==> src/sv/clard_pkg.sv <==
`timescale 1ns / 1ps
// Shared constants, types and helpers of the cursor list block.
// Used by clard_dp, clard_ctrl and cursor_list_append_reverse_dump.
package clard_pkg;

  // Pool size and derived widths
  localparam int CAPACITY = 16;
  localparam int CELL_W   = (CAPACITY > 1) ? $clog2(CAPACITY) : 1;
  localparam int LINK_W   = $clog2(CAPACITY + 1);
  localparam int CNT_W    = $clog2(CAPACITY + 1);
  localparam int VAL_W    = 32;

  localparam logic [LINK_W-1:0] NULL_IDX = LINK_W'(CAPACITY);

  // Command codes
  localparam logic CMD_APPEND = 1'b0;
  localparam logic CMD_DUMP   = 1'b1;

  // Result status codes
  localparam logic [1:0] ST_APPENDED = 2'd0;
  localparam logic [1:0] ST_FULL     = 2'd1;
  localparam logic [1:0] ST_DUMPED   = 2'd2;
  localparam logic [1:0] ST_EMPTY    = 2'd3;

  // Controller to datapath commands
  typedef struct packed {
    logic       latch_in;    // capture the input beat's value
    logic       alloc;       // pop free chain, store value, start tail walk
    logic       walk_step;   // one step of the tail walk
    logic       dwalk_start; // load list head for a dump walk
    logic       dwalk_step;  // push one list cell on the stack
    logic       rd_issue;    // read value of the stack top cell
    logic       out_load;    // load the result register
    logic       out_dump;    // result carries RAM data, pops the stack
    logic [1:0] out_status;
    logic       out_last;
  } dp_cmd_t;

  // Datapath to controller status
  typedef struct packed {
    logic free_is_cell;
    logic head_is_cell;
    logic walk_done;
    logic dwalk_done;
    logic cnt_zero;
    logic cnt_one;
    logic out_free;
  } dp_sts_t;

  // A link outside the pool counts as null
  function automatic logic is_cell(input logic [LINK_W-1:0] idx);
    return idx < LINK_W'(CAPACITY);
  endfunction

endpackage

==> src/sv/clard_ram.sv <==
`timescale 1ns / 1ps
// Generic single write port, single read port RAM with registered read.
// No dependencies.
module clard_ram #(
  parameter int WIDTH = 32,
  parameter int DEPTH = 16,
  parameter int AW    = (DEPTH > 1) ? $clog2(DEPTH) : 1
) (
  input  logic             clk,
  input  logic             we,
  input  logic [AW-1:0]    waddr,
  input  logic [WIDTH-1:0] wdata,
  input  logic             re,
  input  logic [AW-1:0]    raddr,
  output logic [WIDTH-1:0] rdata
);

  logic [WIDTH-1:0] mem [DEPTH];
  logic [WIDTH-1:0] rdata_r;

  // Write port and registered read port
  always_ff @(posedge clk) begin
    if (we) begin
      mem[waddr] <= wdata;
    end
    if (re) begin
      rdata_r <= mem[raddr];
    end
  end

  assign rdata = rdata_r;

endmodule

==> src/sv/clard_dp.sv <==
`timescale 1ns / 1ps
// Datapath: link table, free/list heads, dump stack, value RAM and result register.
// Depends on clard_pkg and clard_ram.
module clard_dp (
  input  logic                            clk,
  input  logic                            rst_n,
  input  clard_pkg::dp_cmd_t              cmd,
  output clard_pkg::dp_sts_t              sts,
  input  logic signed [clard_pkg::VAL_W-1:0] in_value,
  output logic                            out_valid,
  input  logic                            out_ready,
  output logic [1:0]                      out_status,
  output logic signed [clard_pkg::VAL_W-1:0] out_element,
  output logic                            out_last
);

  localparam int CAPACITY = clard_pkg::CAPACITY;
  localparam int CELL_W   = clard_pkg::CELL_W;
  localparam int LINK_W   = clard_pkg::LINK_W;
  localparam int CNT_W    = clard_pkg::CNT_W;
  localparam int VAL_W    = clard_pkg::VAL_W;

  logic [LINK_W-1:0] links_r [CAPACITY];
  logic [LINK_W-1:0] free_head_r;
  logic [LINK_W-1:0] list_head_r;
  logic [CELL_W-1:0] cell_r;
  logic [CELL_W-1:0] trav_r;
  logic [LINK_W-1:0] idx_r;
  logic [CNT_W-1:0]  cnt_r;
  logic [CELL_W-1:0] stack_r [CAPACITY];
  logic [VAL_W-1:0]  value_r;

  logic              out_valid_r;
  logic [1:0]        out_status_r;
  logic [VAL_W-1:0]  out_element_r;
  logic              out_last_r;

  logic [CELL_W-1:0] lr_addr;
  logic [LINK_W-1:0] lr_data;
  logic              lw_en;
  logic [CELL_W-1:0] lw_addr;
  logic [LINK_W-1:0] lw_data;
  logic              nxt_is_cell;
  logic              walk_last;
  logic [CNT_W-1:0]  cnt_m1;
  logic [VAL_W-1:0]  ram_rdata;
  logic              dwalk_push;

  // Link table read address follows the active walk
  always_comb begin
    lr_addr = trav_r;
    if (cmd.alloc) begin
      lr_addr = free_head_r[CELL_W-1:0];
    end else if (cmd.dwalk_step) begin
      lr_addr = idx_r[CELL_W-1:0];
    end
  end

  assign lr_data     = links_r[lr_addr];
  assign nxt_is_cell = clard_pkg::is_cell(lr_data);
  assign walk_last   = (cnt_r == CNT_W'(CAPACITY - 1));
  assign cnt_m1      = cnt_r - CNT_W'(1);
  assign dwalk_push  = cmd.dwalk_step && !sts.dwalk_done;

  // Link table write: new cell gets null, tail gets the new cell
  always_comb begin
    lw_en   = 1'b0;
    lw_addr = cell_r;
    lw_data = clard_pkg::NULL_IDX;
    if (cmd.alloc) begin
      lw_en   = 1'b1;
      lw_addr = free_head_r[CELL_W-1:0];
    end else if (cmd.walk_step && sts.walk_done) begin
      lw_en   = 1'b1;
      lw_addr = nxt_is_cell ? lr_data[CELL_W-1:0] : trav_r;
      lw_data = LINK_W'(cell_r);
    end
  end

  // Status back to the controller
  always_comb begin
    sts.free_is_cell = clard_pkg::is_cell(free_head_r);
    sts.head_is_cell = clard_pkg::is_cell(list_head_r);
    sts.walk_done    = !nxt_is_cell || walk_last;
    sts.dwalk_done   = !clard_pkg::is_cell(idx_r) || (cnt_r == CNT_W'(CAPACITY));
    sts.cnt_zero     = (cnt_r == '0);
    sts.cnt_one      = (cnt_r == CNT_W'(1));
    sts.out_free     = !out_valid_r || out_ready;
  end

  // Control state of the pool: links and heads
  always_ff @(posedge clk) begin
    if (!rst_n) begin
      for (int i = 0; i < CAPACITY; i++) begin
        links_r[i] <= LINK_W'(i + 1);
      end
      free_head_r <= '0;
      list_head_r <= clard_pkg::NULL_IDX;
    end else begin
      if (lw_en) begin
        links_r[lw_addr] <= lw_data;
      end
      if (cmd.alloc) begin
        free_head_r <= lr_data;
        if (!sts.head_is_cell) begin
          list_head_r <= free_head_r;
        end
      end
    end
  end

  // Walk registers, dump stack and input capture
  always_ff @(posedge clk) begin
    if (cmd.latch_in) begin
      value_r <= in_value;
    end
    if (cmd.alloc) begin
      cell_r <= free_head_r[CELL_W-1:0];
      trav_r <= list_head_r[CELL_W-1:0];
      cnt_r  <= '0;
    end
    if (cmd.walk_step && !sts.walk_done) begin
      trav_r <= lr_data[CELL_W-1:0];
      cnt_r  <= cnt_r + CNT_W'(1);
    end
    if (cmd.dwalk_start) begin
      idx_r <= list_head_r;
      cnt_r <= '0;
    end
    if (dwalk_push) begin
      stack_r[cnt_r[CELL_W-1:0]] <= idx_r[CELL_W-1:0];
      idx_r <= lr_data;
      cnt_r <= cnt_r + CNT_W'(1);
    end
    if (cmd.out_load && cmd.out_dump) begin
      cnt_r <= cnt_m1;
    end
  end

  // Cell values
  clard_ram #(
    .WIDTH(VAL_W),
    .DEPTH(CAPACITY)
  ) u_values (
    .clk  (clk),
    .we   (cmd.alloc),
    .waddr(free_head_r[CELL_W-1:0]),
    .wdata(value_r),
    .re   (cmd.rd_issue),
    .raddr(stack_r[cnt_m1[CELL_W-1:0]]),
    .rdata(ram_rdata)
  );

  // Result register: load when free, drop valid when taken
  always_ff @(posedge clk) begin
    if (!rst_n) begin
      out_valid_r <= 1'b0;
    end else if (cmd.out_load) begin
      out_valid_r <= 1'b1;
    end else if (out_ready) begin
      out_valid_r <= 1'b0;
    end
  end

  always_ff @(posedge clk) begin
    if (cmd.out_load) begin
      out_status_r  <= cmd.out_status;
      out_element_r <= cmd.out_dump ? ram_rdata : '0;
      out_last_r    <= cmd.out_last;
    end
  end

  assign out_valid   = out_valid_r;
  assign out_status  = out_status_r;
  assign out_element = out_element_r;
  assign out_last    = out_last_r;

endmodule

==> src/sv/clard_ctrl.sv <==
`timescale 1ns / 1ps
// Controller: sequences append walks and reverse dumps over the datapath.
// Depends on clard_pkg.
module clard_ctrl (
  input  logic               clk,
  input  logic               rst_n,
  input  logic               in_valid,
  output logic               in_ready,
  input  logic               in_command,
  output clard_pkg::dp_cmd_t cmd,
  input  clard_pkg::dp_sts_t sts
);

  typedef enum logic [2:0] {
    S_IDLE,
    S_ALLOC,
    S_WALK,
    S_RESULT,
    S_DWALK,
    S_DREAD,
    S_DEMIT
  } state_t;

  state_t     state_r, state_nxt;
  logic [1:0] res_r, res_nxt;
  logic       accept;

  assign in_ready = (state_r == S_IDLE);
  assign accept   = in_valid && in_ready;

  // Next state, result code and datapath commands
  always_comb begin
    state_nxt = state_r;
    res_nxt   = res_r;
    cmd       = '0;
    case (state_r)
      S_IDLE: begin
        if (accept) begin
          cmd.latch_in = 1'b1;
          if (in_command == clard_pkg::CMD_APPEND) begin
            if (sts.free_is_cell) begin
              state_nxt = S_ALLOC;
            end else begin
              res_nxt   = clard_pkg::ST_FULL;
              state_nxt = S_RESULT;
            end
          end else begin
            cmd.dwalk_start = 1'b1;
            state_nxt       = S_DWALK;
          end
        end
      end
      S_ALLOC: begin
        cmd.alloc = 1'b1;
        res_nxt   = clard_pkg::ST_APPENDED;
        state_nxt = sts.head_is_cell ? S_WALK : S_RESULT;
      end
      S_WALK: begin
        cmd.walk_step = 1'b1;
        if (sts.walk_done) begin
          state_nxt = S_RESULT;
        end
      end
      S_RESULT: begin
        if (sts.out_free) begin
          cmd.out_load   = 1'b1;
          cmd.out_status = res_r;
          cmd.out_last   = 1'b1;
          state_nxt      = S_IDLE;
        end
      end
      S_DWALK: begin
        cmd.dwalk_step = 1'b1;
        if (sts.dwalk_done) begin
          if (sts.cnt_zero) begin
            res_nxt   = clard_pkg::ST_EMPTY;
            state_nxt = S_RESULT;
          end else begin
            state_nxt = S_DREAD;
          end
        end
      end
      S_DREAD: begin
        cmd.rd_issue = 1'b1;
        state_nxt    = S_DEMIT;
      end
      S_DEMIT: begin
        if (sts.out_free) begin
          cmd.out_load   = 1'b1;
          cmd.out_dump   = 1'b1;
          cmd.out_status = clard_pkg::ST_DUMPED;
          cmd.out_last   = sts.cnt_one;
          state_nxt      = sts.cnt_one ? S_IDLE : S_DREAD;
        end
      end
      default: begin
        state_nxt = S_IDLE;
      end
    endcase
  end

  // Hold state and pending result code
  always_ff @(posedge clk) begin
    if (!rst_n) begin
      state_r <= S_IDLE;
      res_r   <= clard_pkg::ST_APPENDED;
    end else begin
      state_r <= state_nxt;
      res_r   <= res_nxt;
    end
  end

endmodule

==> src/sv/cursor_list_append_reverse_dump.sv <==
`timescale 1ns / 1ps
// Top level of the cursor list: a pool of CAPACITY cells with append and reverse dump.
// Depends on clard_pkg, clard_ctrl and clard_dp.
//
// One item is worked at a time. An append to an empty list goes from allocation straight
// to the result; otherwise the tail of the list (up to CAPACITY cells long) is found first
// by following one link per cycle through the single read port of the link table. A rejected
// append (pool full) goes straight to the result. A dump walks the list one link per cycle to
// fill a stack, then reads each stacked value from the value RAM and emits it, one element
// at a time, waiting while the result register is held; an empty list gives a single result.
// The result register frees the output side: a stalled result only delays the next load.
module cursor_list_append_reverse_dump (
  input  logic                               clk,
  input  logic                               rst_n,
  input  logic                               in_valid,
  output logic                               in_ready,
  input  logic                               in_command,
  input  logic signed [clard_pkg::VAL_W-1:0] in_value,
  output logic                               out_valid,
  input  logic                               out_ready,
  output logic [1:0]                         out_status,
  output logic signed [clard_pkg::VAL_W-1:0] out_element,
  output logic                               out_last
);

  clard_pkg::dp_cmd_t cmd;
  clard_pkg::dp_sts_t sts;

  // Sequencer
  clard_ctrl u_ctrl (
    .clk       (clk),
    .rst_n     (rst_n),
    .in_valid  (in_valid),
    .in_ready  (in_ready),
    .in_command(in_command),
    .cmd       (cmd),
    .sts       (sts)
  );

  // Storage and result register
  clard_dp u_dp (
    .clk        (clk),
    .rst_n      (rst_n),
    .cmd        (cmd),
    .sts        (sts),
    .in_value   (in_value),
    .out_valid  (out_valid),
    .out_ready  (out_ready),
    .out_status (out_status),
    .out_element(out_element),
    .out_last   (out_last)
  );

endmodule
==> config.mk <==
export PLATFORM = sky130hd
export DESIGN_NAME = cursor_list_append_reverse_dump
export DESIGN_NICKNAME = d
export VERILOG_FILES = /design/src/sv/clard_pkg.sv /design/src/sv/clard_ram.sv /design/src/sv/clard_dp.sv /design/src/sv/clard_ctrl.sv /design/src/sv/cursor_list_append_reverse_dump.sv
export SDC_FILE = /design/constraint.sdc
export NUM_CORES = 1
export LEC_CHECK = 0
export BUFFER_PORTS_ARGS = -buffer_cell sky130_fd_sc_hd__clkbuf_2
export CORE_ASPECT_RATIO = 1.5
export CORE_MARGIN = 2
export CORE_UTILIZATION = 41
export CTS_BUF_LIST = sky130_fd_sc_hd__clkbuf_8 sky130_fd_sc_hd__clkbuf_16
export DETAILED_ROUTE_END_ITERATION = 8
export PLACE_DENSITY = 0.64
export REMOVE_ABC_BUFFERS = 1
export SKIP_LAST_GASP = 1
export SYNTH_ARGS = -nofsm -noshare
export SYNTH_HDL_FRONTEND = slang
export SYNTH_SLANG_ARGS = --single-unit
==> constraint.sdc <==
create_clock -name clk -period 10.8 [get_ports clk]
set_input_delay 2.7 -clock clk [delete_from_list [all_inputs] [get_ports clk]]
set_output_delay 2.7 -clock clk [all_outputs]
set_load 0.05 [all_outputs]
==> results of run 1 <==
synthesized netlist by cell type, types with 4 or more instances:
library cell	instances
edfxtp_1	773
a211oi_1	232
mux2i_1	151
a21oi_1	149
nor2b_1	144
clkbuf_1	103
nor2_1	86
nand2_1	70
and3_1	52
nand2b_1	29
nand3_1	29
buf_2	25
o21ai_0	23
mux4_2	20
and2_1	18
dfxtp_1	16
nor3_1	14
inv_1	11
o22ai_1	10
a31oi_1	7
ha_1	6
a2111oi_0	5
buf_1	5
or3_1	5
mux2_2	4
nand3b_1	4
nor3b_1	4
o21a_1	4
o22a_1	4
cell type report:
type | instances | area [um2]
Clock buffer | 80 | 2002
Multi-Input combinational cell | 1133 | 8028
Fill cell | 6580 | 41280
Inverter | 12 | 45.04
Timing Repair Buffer | 107 | 633.1
Tap cell | 1016 | 1271
Clock inverter | 60 | 630.6
Sequential cell | 789 | 23530
kinds of logic (layout without fill, tap and decap cells):
family,after synthesis,in the layout,share of synthesized area [%]
compound gates,466,466,9.693
xor+xnor,3,3,0.08199
fa+ha+maj,6,6,0.2342
buf+inv,150,259,1.948
flops,789,789,73.42
mux,175,175,6.261
simple gates,483,483,8.362
registers in the layout (all words and copies together) (netlist names), 2 cells and up:
signal / flops
u_ctrl.res_r: 2
u_ctrl.state_r: 3
u_dp.cell_r: 4
u_dp.cnt_r: 5
u_dp.free_head_r: 5
u_dp.idx_r: 5
u_dp.links_r: 80
u_dp.list_head_r: 5
u_dp.out_element: 32
u_dp.out_status: 2
u_dp.stack_r: 64
u_dp.trav_r: 4
u_dp.u_values.mem: 512
u_dp.u_values.rdata: 32
u_dp.value_r: 32
how the worst max path moves through the flow:
stage	cells after the start	from	slack (ps)	to
2_1_floorplan	8	u_dp.cnt_r[0]	2950	u_dp.u_values.rdata[0]
3_3_place_gp	5	rst_n	5650	u_dp.links_r[12][0]
3_5_place_dp	5	rst_n	5660	u_dp.links_r[12][2]
4_1_cts	11	u_dp.cnt_r[0]	5660	u_dp.u_values.rdata[22]
5_1_grt	11	u_dp.cnt_r[0]	5230	u_dp.u_values.rdata[31]
6_report	10	u_ctrl.state_r[1]	5600	u_dp.links_r[9][3]
per-layer routing:
layer / track usage [%] / vias up
li1: - / 8186
met1: 22.22 / 9040
met2: 31.57 / 544
met3: 2.429 / 179
met4: 8.883 / 0
met5: 0 / -
through the flow:
| stage | std cells | area [um2] |
|---|---|---|
| finish | 3197 | 36140 |
| global route | 3197 | 36140 |
| CTS | 3197 | 36140 |
| detailed placement | 3057 | 33510 |
| global placement | 3057 | 33510 |
| floorplan | 1934 | 31470 |
worst max-delay path, delay by kind of cell, from the launching register on:
family | cells | cell delay (ps)
AOI/OAI and AO/OA | 5 | 2220
DFF | 1 | 820
and+or+nand+nor | 4 | 1500
muxes | 1 | 270
==> flow_summary.toml, run 1 <==
[status]
status = "completed"

[global_route]
gr-usage-all-layers_pct = 18.21
grt_overflow = 0
first_global_vias = 18460
grt_pass1_wl_mm = 111.0
antenna_found_initial = 1
grt_max_degree = 169

[floorplan]
num_rows = 125
die_y_um = 346.4
initial_core_util_pct = 41.40
coreArea_um2 = 77420
io_pins = 74
die_w_um = 232.3
dieArea_um2 = 80470

[clocking]
cts.sinks = 789
tritoncts = "done"
clock_path_buffers = 3
postCtsSetupBuffers = 0
hold_buffers = 0
cts_max_level = 3
cts-root-buf = "clkbuf_16"
clk_latency_ps = 630
clk_pin_slew_ps = 70
cts_resized = 0
cts_inserted_buffers = 77

[synthesis]
yosysTopAreaCell = "edfxtp_1"
ys_types = 75
synthFlopType = "edfxtp_1"
syn_area_um2 = 32050
syn_area_per_cell_um2 = 15.47
synth_area_leaders = "edfxtp_1 72%, a211oi_1 5.4%, mux2i_1 4.7%, nor2b_1 2.8%, a21oi_1 2.3%"
yosysSeqAreaShare_pct = 73.42
yosysWarnings = 0
yosysTopAreaCellShare_pct = 72.42
synthArstFlopShare_pct = 0
synth-seq-cells = 789
synth_edf_count = 773
syn_inst = 2072

[placed_design]
gp_congestion = 0.9444
dpl_worst_slack_ps = 5660
port_buffers = 73
dpl.hpwl_mm = 40.74

[critical_path]
cp.required_ps = 11050
slowest_stage = "dfxtp_1"
crit_chain = "nand4bb_1, nand3_1, nor2_4, mux2i_1, o22ai_1, or4_1, a31oi_1, o311a_1, o21ai_0, o21ai_0"
reg2reg_setup_slack_ps = 5600
path_class = "flop to flop"
critPathMaxFanout = 24
end_kind = "flop"
max_stage_delay_ps = 820
r2r-end = "u_dp.links_r[9][3]"
cp_common_cell = "o21ai_0"
worst_ep_arrival_time_ps = 5460
reg2reg_from = "u_ctrl.state_r[1]"
rr_worst_depth = 10
startpoint_type = "flop"

[final_layout]
final_net_count = 2163
syn_to_final_growth_pct = 12.76
fin_util_pct = 46.68
drive_gt1_share_pct = 13.25
mostFrequentLayoutCells = "773 x edfxtp_1, 232 x a211oi_1, 151 x mux2i_1"
layout_commonest_cell = "edfxtp_1"
diodes = 0

[timing]
rsz0062_at_grt = "no"
period_share_pct = 48.16
drv_slew = 0
setup_viol_count_final = 0
finalHoldViolations = 0
setup_tns_ps = 0
slew-limit-headroom_pct = 18.00
fin_hold_ws_ps = 480.4
period_needed_ps = 5201
finalClockSkew_ps = 20.96
clock.fmax_mhz = 192.3
worst_pin_slew_ps = 1224
worst_slack_ps = 5599

[hold_path]
whs_endpoint = "u_dp.list_head_r[3]"
worstHoldPathType = "flop to flop"
hold_depth = 2
hold_start = "u_dp.list_head_r[3]"

[routing]
drt_iter0_drc = 1355
wl_met1_mm = 29.07
dr_wl_met2_mm = 37.80
drc = 0
detail-route-antenna-nets = 0
num_vias = 17950
top_layer = "met4"
wl_per_cell_um = 22.97
firstDrtPassIters = 5
wl_met3_mm = 3.343
drt_wl_total_mm = 73.44
viasPerCell = 5.614

[job]
max_cap_viol_count = 0
Power of run 1 is left out: the tool's default activity adds up to more than one toggle a clock period on the data nets, which glitch-free logic cannot reach.
==> run 2, diff against run 1 <==
clock period = 5.5 ns   (was 10.8 ns; I/O delays follow)
==> flow_summary.toml, run 2 (synthesized netlist as in run 1, its figures left out) <==
[critical_path]
startpoint_type = "flop"
rr_worst_depth = 10
path_class = "flop to flop"
path_buf_inv = 0
worst_ep_arrival_time_ps = 5280
reg2reg_setup_slack_ps = 480
critPathMaxFanout = 25
crit_chain = "nand2b_1, o221ai_2, nor2_2, mux2i_1, o22ai_1, or4_1, a31oi_1, o311a_1, o21ai_0, o21ai_0"
cp.required_ps = 5760
cpLargestDelayFamily = "compound AO/OA/AOI/OAI gates"
max_stage_delay_ps = 830
slowest_stage = "dfxtp_1"
end_kind = "flop"
path_depth = 10
cp_common_cell = "o21ai_0"

[job]
max_cap_viol_count = 0

[global_route]
gr-usage-all-layers_pct = 18.80
grt_pass1_wl_mm = 112.2
first_global_vias = 18010
grt_overflow = 0
antenna_found_initial = 2
grt_max_degree = 106

[routing]
drc = 0
viasPerCell = 5.613
drt_wl_total_mm = 75.97
firstDrtPassIters = 5
num_vias = 18020
detail-route-antenna-nets = 0
drt_iter0_drc = 1469
wl_per_cell_um = 23.67

[floorplan]
initial_core_util_pct = 41.40
die_w_um = 232.3
coreArea_um2 = 77420
num_rows = 125
io_pins = 74
die_y_um = 346.4
dieArea_um2 = 80470

[final_layout]
largest_register_ffs = 512
syn_to_final_growth_pct = 12.41
diodes = 0
fillers = 6569
drive_gt1_share_pct = 13.31
top_register = "u_dp.u_values.mem"
register_area_um2 = 23530
mostFrequentLayoutCells = "773 x edfxtp_1, 232 x a211oi_1, 151 x mux2i_1"
final_net_count = 2178
multiInputGateArea_um2 = 8028
layout_commonest_cell = "edfxtp_1"
design_area_um2 = 36030

[clocking]
cts_max_level = 3
clk_pin_slew_ps = 60
clk_latency_ps = 630
postCtsSetupBuffers = 0
cts-root-buf = "clkbuf_16"
tritoncts = "done"
clock_path_buffers = 3
cts_resized = 0
hold_buffers = 0
cts.sinks = 789
cts_inserted_buffers = 76

[hold_path]
worstHoldPathType = "flop to flop"
hold_depth = 2

[timing]
finalHoldViolations = 0
clock.fmax_mhz = 199.0
drv_slew = 0
worst_pin_slew_ps = 1057
setup_viol_count_final = 0
finalClockSkew_ps = 28.20
period_needed_ps = 5024
setup_tns_ps = 0
slew-limit-headroom_pct = 29.12
period_share_pct = 91.35
rsz0062_at_grt = "no"

[placed_design]
dpl.hpwl_mm = 43.65
gp_congestion = 0.9279
port_buffers = 73
place_area_um2 = 33690

[status]
status = "completed"
==> run 2: area by class of cell <==
cell class              count  share of cell area, %
clock buffers              78                  5.417
clock inverters            59                  1.073
inverters                  12                 0.1250
multi-input cells        1133                  22.28
flip-flops and latches    789                  65.31
well taps                1016                  3.528
repair buffers            123                  2.264
==> run 2: path summary, 6_finish.rpt <==
path | from | to
hold reg to reg | u_dp.list_head_r[2] | u_dp.list_head_r[2]
setup / recovery | u_ctrl.state_r[0] | u_dp.links_r[9][3]
hold / removal | u_dp.list_head_r[2] | u_dp.list_head_r[2]
setup reg to reg | u_ctrl.state_r[0] | u_dp.links_r[9][3]
==> run 2: tightest hold or removal path: cells and delay by family, from the launching register on <==
| family | cells | cell delay (ps) |
|---|---|---|
| AO/OA/AOI/OAI | 1 | 60 |
| flip-flops | 1 | 320 |
| AND/OR/NAND/NOR | 1 | 60 |
==> run 2: metrics by stage <==
step | utilization, % | hold WS (ps) | instances | worst slack (ps)
CTS | 46.54 | 483.3 | 3210 | 540.0
global route | 46.54 | 509.3 | 3210 | 115.1
detailed placement | 43.52 | 473.2 | 3073 | 532.0
floorplan | - | 446.2 | 1934 | -2355
finish | 46.54 | 483.6 | 3210 | 476.0
global placement | 43.52 | 461.2 | 3073 | 701.0
==> run 2: metal layers <==
layer  track usage, %  up-vias  share of wire (%)
li1                 -     8248                  -
met1            22.88     9023                 39
met2            33.02      586                 52
met3            2.388      160                5.0
met4            8.621        0                4.0
met5                0        -                  0
Power of run 2 is left out for the same reason.
